**src/rtl/timed_led_event_table_defines.svh**
```systemverilog
// Assertion macros for the timed LED event table.
// Depends on nothing; the including module must provide clk and rst.
`ifndef TIMED_LED_EVENT_TABLE_DEFINES_SVH
`define TIMED_LED_EVENT_TABLE_DEFINES_SVH

// Check that cons holds in the same cycle as ante.
`define TLE_ASSERT_NOW(name, ante, cons, msg) \
  name: assert property (@(posedge clk) disable iff (rst) (ante) |-> (cons)) \
    else $error(msg);

// Check that cons holds in the cycle after ante.
`define TLE_ASSERT_NEXT(name, ante, cons, msg) \
  name: assert property (@(posedge clk) disable iff (rst) (ante) |=> (cons)) \
    else $error(msg);

`endif

```
**src/rtl/tle_pkg.sv**
```systemverilog
// Shared types and constants for the timed LED event table.
// Used by tle_cell and timed_led_event_table; depends on nothing.
`default_nettype none

package tle_pkg;

  localparam int SLOTS = 8;
  localparam int LEDS = 8;

  localparam int SLOT_W = $clog2(SLOTS);
  // Width wide enough for both the 3-bit slot field and a cell index
  localparam int SLOT_CW = (SLOT_W > 3) ? SLOT_W : 3;
  // Width wide enough for both the 3-bit LED field and an LED index
  localparam int LED_CW = ($clog2(LEDS) > 3) ? $clog2(LEDS) : 3;
  // LEDs that appear in the packed code word
  localparam int LEDS_SHOWN = (LEDS < 8) ? LEDS : 8;

  localparam logic [2:0] CODE_OFF = 3'd0;

  typedef enum logic [1:0] {
    OP_TICK   = 2'd0,
    OP_ADD    = 2'd1,
    OP_REMOVE = 2'd2,
    OP_NONE   = 2'd3
  } op_t;

  // Item travelling down the row of cells
  typedef struct packed {
    logic        active;
    op_t         op;
    logic [31:0] now;
    logic        turn_on;
    logic [1:0]  color;
    logic [2:0]  led;
    logic [31:0] due;
    logic [2:0]  slot;
    logic        placed;
    logic [2:0]  used;
  } token_t;

  // LED write requested by a cell
  typedef struct packed {
    logic       hit;
    logic [2:0] code;
    logic [2:0] led;
  } led_event_t;

endpackage

`default_nettype wire

```
**src/rtl/timed_led_event_table.sv**
```systemverilog
// Top level of the timed LED event table: a row of slot cells and the LED
// code register. Depends on tle_pkg, tle_cell and the defines header.
//
// Every item (tick, add, remove) walks the row of SLOTS slot cells, one cell
// per clock, so slots are handled in order and a later slot wins on the same
// LED. busy stays high from acceptance until the result cycle; the result is
// shown for one cycle with done high as the item leaves the last cell, and the
// next item is taken only once busy has fallen, so only one item is in the row
// at a time. The receiver cannot stall, so results must be captured in the done
// cycle. led_codes always reflects the current LED state; status and used_slot
// are meaningful only while done is high.
`default_nettype none
`include "timed_led_event_table_defines.svh"

module timed_led_event_table (
  input  wire logic        clk,
  input  wire logic        rst,
  input  wire logic        start,
  output logic             busy,
  input  wire logic [1:0]  operation,
  input  wire logic [31:0] now_seconds,
  input  wire logic        turn_on,
  input  wire logic [1:0]  color_choice,
  input  wire logic [2:0]  led_number,
  input  wire logic [31:0] due_time,
  input  wire logic [2:0]  slot_number,
  output logic             done,
  output logic [23:0]      led_codes,
  output logic             status,
  output logic [2:0]       used_slot
);

  tle_pkg::token_t     tok_head;
  tle_pkg::token_t     link_in [tle_pkg::SLOTS];
  tle_pkg::token_t     tok [tle_pkg::SLOTS];
  tle_pkg::led_event_t ev [tle_pkg::SLOTS];
  tle_pkg::led_event_t ev_any;
  logic [tle_pkg::SLOTS-1:0] active_vec;
  logic [2:0] led_state [tle_pkg::LEDS];
  tle_pkg::op_t op_in;

  assign op_in = tle_pkg::op_t'(operation);

  // Build the entering item
  always_comb begin
    tok_head.active  = start && !busy;
    tok_head.op      = op_in;
    tok_head.now     = now_seconds;
    tok_head.turn_on = turn_on;
    tok_head.color   = color_choice;
    tok_head.led     = led_number;
    tok_head.due     = due_time;
    tok_head.slot    = slot_number;
    tok_head.placed  = 1'b0;
    tok_head.used    = (op_in == tle_pkg::OP_REMOVE) ? slot_number : 3'd0;
  end

  // Row of slot cells; tok[i] is the item leaving cell i
  for (genvar i = 0; i < tle_pkg::SLOTS; i++) begin : g_cell
    if (i == 0) begin : g_head
      assign link_in[i] = tok_head;
    end else begin : g_link
      assign link_in[i] = tok[i-1];
    end
    tle_cell u_cell (
      .clk     (clk),
      .rst     (rst),
      .index   (tle_pkg::SLOT_W'(i)),
      .tok_in  (link_in[i]),
      .tok_out (tok[i]),
      .ev      (ev[i])
    );
    assign active_vec[i] = tok[i].active;
  end

  assign busy = |active_vec;

  // Merge cell requests; only the cell holding the item raises one
  always_comb begin
    ev_any = '0;
    for (int i = 0; i < tle_pkg::SLOTS; i++) begin
      ev_any = ev_any | ev[i];
    end
  end

  // Update LED codes; an LED beyond the strip matches no entry
  always_ff @(posedge clk) begin
    for (int i = 0; i < tle_pkg::LEDS; i++) begin
      if (rst) begin
        led_state[i] <= tle_pkg::CODE_OFF;
      end else if (ev_any.hit &&
                   (tle_pkg::LED_CW'(ev_any.led) == tle_pkg::LED_CW'(i))) begin
        led_state[i] <= ev_any.code;
      end
    end
  end

  // Pack LED codes, three bits per LED
  always_comb begin
    led_codes = '0;
    for (int i = 0; i < tle_pkg::LEDS_SHOWN; i++) begin
      led_codes[3*i +: 3] = led_state[i];
    end
  end

  // Result leaves the last cell
  assign done      = tok[tle_pkg::SLOTS-1].active;
  assign status    = (tok[tle_pkg::SLOTS-1].op == tle_pkg::OP_ADD) &&
                     !tok[tle_pkg::SLOTS-1].placed;
  assign used_slot = tok[tle_pkg::SLOTS-1].used;

  `TLE_ASSERT_NOW(a_single_item, 1'b1, $onehot0(active_vec), "more than one item in the row")
  `TLE_ASSERT_NEXT(a_item_enters, start && !busy, active_vec[0], "accepted item missing at cell 0")
  `TLE_ASSERT_NOW(a_full_slot_zero, done && status, used_slot == 3'd0, "failed add reports a slot")
  `TLE_ASSERT_NOW(a_one_led_write, ev_any.hit, busy || (start && !busy), "LED write with no item")

endmodule

`default_nettype wire

```
**src/rtl/tle_cell.sv**
```systemverilog
// One slot of the event table: holds one timed event and handles the item
// passing through it. Depends on tle_pkg.
`default_nettype none

module tle_cell (
  input  wire logic                        clk,
  input  wire logic                        rst,
  input  wire logic [tle_pkg::SLOT_W-1:0]  index,
  input  wire tle_pkg::token_t             tok_in,
  output tle_pkg::token_t                  tok_out,
  output tle_pkg::led_event_t              ev
);

  logic        valid, valid_next;
  logic        turn_on, turn_on_next;
  logic [1:0]  color, color_next;
  logic [2:0]  led, led_next;
  logic [31:0] due, due_next;
  tle_pkg::token_t tok_next;

  // Act on the item held at this cell
  always_comb begin
    valid_next   = valid;
    turn_on_next = turn_on;
    color_next   = color;
    led_next     = led;
    due_next     = due;
    tok_next     = tok_in;
    ev           = '0;
    if (tok_in.active) begin
      unique case (tok_in.op)
        tle_pkg::OP_TICK: begin
          if (valid && (tok_in.now >= due)) begin
            ev.hit     = 1'b1;
            ev.led     = led;
            ev.code    = turn_on ? ({1'b0, color} + 3'd1) : tle_pkg::CODE_OFF;
            valid_next = 1'b0;
          end
        end
        tle_pkg::OP_ADD: begin
          if (!tok_in.placed && !valid) begin
            valid_next      = 1'b1;
            turn_on_next    = tok_in.turn_on;
            color_next      = tok_in.color;
            led_next        = tok_in.led;
            due_next        = tok_in.due;
            tok_next.placed = 1'b1;
            tok_next.used   = 3'(index);
          end
        end
        tle_pkg::OP_REMOVE: begin
          if (tle_pkg::SLOT_CW'(tok_in.slot) == tle_pkg::SLOT_CW'(index)) begin
            // A free slot still turns off the LED it last held
            valid_next = 1'b0;
            ev.hit     = 1'b1;
            ev.led     = led;
            ev.code    = tle_pkg::CODE_OFF;
          end
        end
        default: ;
      endcase
    end
  end

  // Hold the slot contents
  always_ff @(posedge clk) begin
    if (rst) begin
      valid   <= 1'b0;
      turn_on <= 1'b0;
      color   <= 2'd0;
      led     <= 3'd0;
    end else begin
      valid   <= valid_next;
      turn_on <= turn_on_next;
      color   <= color_next;
      led     <= led_next;
    end
  end

  always_ff @(posedge clk) begin
    due <= due_next;
  end

  // Advance the item to the next cell
  always_ff @(posedge clk) begin
    if (rst) begin
      tok_out.active <= 1'b0;
    end else begin
      tok_out <= tok_next;
    end
  end

endmodule

`default_nettype wire

```
**config.mk**
```make
export PLATFORM = sky130hd
export DESIGN_NAME = timed_led_event_table
export DESIGN_NICKNAME = d
export VERILOG_FILES = /design/src/rtl/tle_pkg.sv /design/src/rtl/timed_led_event_table.sv /design/src/rtl/tle_cell.sv
export VERILOG_INCLUDE_DIRS = /design/src /design/src/rtl
export SDC_FILE = /design/constraint.sdc
export NUM_CORES = 1
export LEC_CHECK = 0
export CORE_MARGIN = 3
export CORE_UTILIZATION = 60
export DETAILED_ROUTE_END_ITERATION = 6
export DONT_BUFFER_PORTS = 1
export HOLD_SLACK_MARGIN = 0.15
export PLACE_DENSITY = 0.78
export SLEW_MARGIN = 0
export SYNTH_ARGS = -nofsm -noshare
export SYNTH_HDL_FRONTEND = slang
export SYNTH_SLANG_ARGS = --single-unit
```
**constraint.sdc**
```tcl
create_clock -name clk -period 25.9 [get_ports clk]
set_clock_uncertainty 0.2 [all_clocks]
set_input_delay 6.475 -clock clk [delete_from_list [all_inputs] [get_ports clk]]
set_output_delay 6.475 -clock clk [all_outputs]
set_load 0.05 [all_outputs]
```
==> results.md <==
- Root buffer cell: clkbuf_16
- Ys async rst share: 0%
- Crit start category: input port
- Clock Sinks: 903
- VDD IR-drop max: 0.0619 mV
- Hold_sp: g_cell[6].u_cell.tok_out[34]
- Max Clock Freq: 101 MHz
- FF-to-FF setup slack: 21.33 ns
- Post-synthesis sequential area ratio: 74.8%
- Vias: 17819
- EDFF count, synth: 839
- DR WL/cell: 20.4 microns
- Share of cells above drive strength 1: 6.91%
- Final Hold Fails: 0
- Worst-Skew Late Latency: 0.61 ns
- Synth Cell Area: 35400 sq um
- Rows: 88
- Largest net degree at the start of global routing: 140
- Top cell type by total area after synthesis: edfxtp_1
- Final worst path period share: 38.1%
- R2R cell count: 12
- Crit path required time: 26.00 ns
- Core area: 58000 sq um
- I/O pin cnt: 108
- Die ar.: 61900 sq um
- Fillers: 3589
- Post-CTS Setup Inserts: 0
- Initial DRC Count: 1804
- Setup TNS: 0 ns
- Hold_buf cts: 0
- Most common cell after layout, fill and taps aside: edfxtp_1
- Slew Limit Fails: 0
- Metal3 WL: 3880 microns
- Crit. End Element: flip-flop
- DRC viols: 0
- Crit-path max FO: 8
- Most frequent cells in the layout: 839 x edfxtp_1, 272 x inv_1, 264 x ha_1
- Final RePlAce weighted congestion: 0.895
- TritonCTS clock tree: yes
- Top sig layer: met5
- Port buffer count: 0
- Cell area power density: 75.4 nW/um^2
- Post-Layout Inst Area: 38900 sq um
- Area grow syn2layout: 9.99%
- CP Data Arrival Time: 9.98 ns
- Main synth FF type: edfxtp_1
- MaxCap Viol Count: 0
- Syn Inst Count: 2207
- Crit Path Class: input port to flip-flop
- Post-Route WL: 63500 microns
- Share of the synthesized area in the top cell type: 71.2%
- Worst slew margin: 19.7%
- HP Class: flip-flop to flip-flop
- GRT Total Usage: 20.7%
- Fin util: 67.1%
- Slew at the pin closest to its max-slew limit: 1.20 ns
- Cell variety after synth: 74
- Status: finished, final reports clean
- Initial antenna violation count: 1
- Die W: 249 microns
- Die height: 249 microns
- Post-route ant nets: 0
- Vias/cell: 5.73
- LEAKAGE: 0.0147 uW
- Synth area leaders: edfxtp_1 71%, ha_1 9.3%, dfxtp_1 3.6%
- HPWL after detailed placement: 44400 microns
- Overflow left after global routing: 0
- # setup viols final: 0
- Cts repair resizes: 0
- Syn_nets: 2549
- Clock tree buffer depth: 3
- Min cycle time layout: 9.88 ns
- Number of global-route vias before repair: 18628
- Initial Util: 61.0%
- Worst hold slack: 0.216 ns
- DR WL met2: 30900 microns
- Clock H-tree levels: 3
- Number of buffers created by CTS: 82
- Reg clk slew, reported paths: 0.06 ns
- N_diodes: 0
- CP endpoint: led_state[0][1]
- Worst R2R Start: g_cell[2].u_cell.tok_out[45]
- Wl on met1: 27000 microns
- Crit. Startpoint: now_seconds[7]
- Nets@finish: 2623
- Worst r2r dst: led_state[0][1]
- Placed Area: 36400 sq um
- RSZ-0062 raised after global routing: no
- Global-route wire length before repair: 101000 microns
- Register bit count reported by yosys: 903
- Power, Total: 2930 uW
- Synth Warn #: 0
- Initial DRT Pass Iterations: 7
- Mean Syn Cell Area: 16.0 sq um
Yosys cell counts, drive strengths merged, types with 16 or more instances:
| library cell | number |
|---|---|
| inv | 272 |
| a21oi | 102 |
| ha | 264 |
| mux2i | 42 |
| nor2b | 30 |
| a21o | 16 |
| nand3 | 33 |
| edfxtp | 839 |
| o21ai | 60 |
| nand4 | 32 |
| nand2b | 22 |
| dfxtp | 64 |
| nor2 | 105 |
| nand2 | 93 |
cell families (layout without fill, tap and decap cells):
family,count (synthesis),in the layout,synth area share [%]
buffers and inverters,294,430,3.18
AOI/OAI and AO/OA,286,286,5.25
adders and majority gates,264,264,9.33
DFF,903,903,74.8
and+or+nand+nor,418,418,6.23
muxes,42,42,1.19
per-layer routing:
metal / global-route usage, % / up-vias
met5: 0 / -
met4: 7.14 / 2
met3: 3.65 / 115
met2: 34.5 / 586
met1: 27.9 / 8716
li1: - / 8400
worst min path at each step:
stage | to | slack (ns) | depth (start not counted)
floorplan | g_cell[7].u_cell.due[0] | 0.20 | 0
global placement | g_cell[7].u_cell.due[31] | 0.20 | 0
detailed placement | g_cell[7].u_cell.due[12] | 0.20 | 0
CTS | g_cell[7].u_cell.due[27] | 0.21 | 0
global route | g_cell[7].u_cell.due[19] | 0.22 | 0
finish | g_cell[7].u_cell.due[27] | 0.22 | 0
flip-flops by register name, indices dropped and copies added, names as in the netlist:
| name | flops |
|---|---|
| led_state | 24 |
| g_cell.u_cell.due | 256 |
| g_cell.u_cell.tok_out | 567 |
| g_cell.u_cell.color | 16 |
| g_cell.u_cell.turn_on | 8 |
| g_cell.u_cell.led | 24 |
| g_cell.u_cell.valid | 8 |
stage by stage:
step,std cells,worst slack [ns]
3_5_place_dp,2962,15.33
6_report,3108,16.02
5_1_grt,3108,15.75
3_3_place_gp,2962,15.50
4_1_cts,3108,15.98
2_1_floorplan,2207,4.26
report_power, final:
group / internal [uW] / switching, uW / leakage (uW) / total [uW]
clock: 646 / 491 / 0.00124 / 1140
sequential: 1670 / 43.2 / 0.00854 / 1710
combinational: 29.5 / 55.8 / 0.00494 / 85.3
total: 2340 / 590 / 0.0147 / 2930
area by class of cell:
cell class                 instances  area (sq um)  area share (%)
sequential                       903         26500            68.0
multi-input combinational       1010          7850            20.2
clock buffer                     110          2280            5.86
inverter                         273          1030            2.65
tap                              765           957            2.46
clock inverter                    36           244           0.627
timing repair buffer              11          82.6           0.212
worst max-delay path, stage by stage:
cell and delay, ns:
ha_1 0.28, nand2_1 0.08, o21ai_0 0.18, a21oi_1 0.11, o21ai_0 0.80, a21oi_1 0.36
o21bai_1 0.49, a2111oi_0 0.23, nand3_1 0.15, or3b_1 0.55, o21ai_2 0.27
Power figures use the tool's default switching activity.
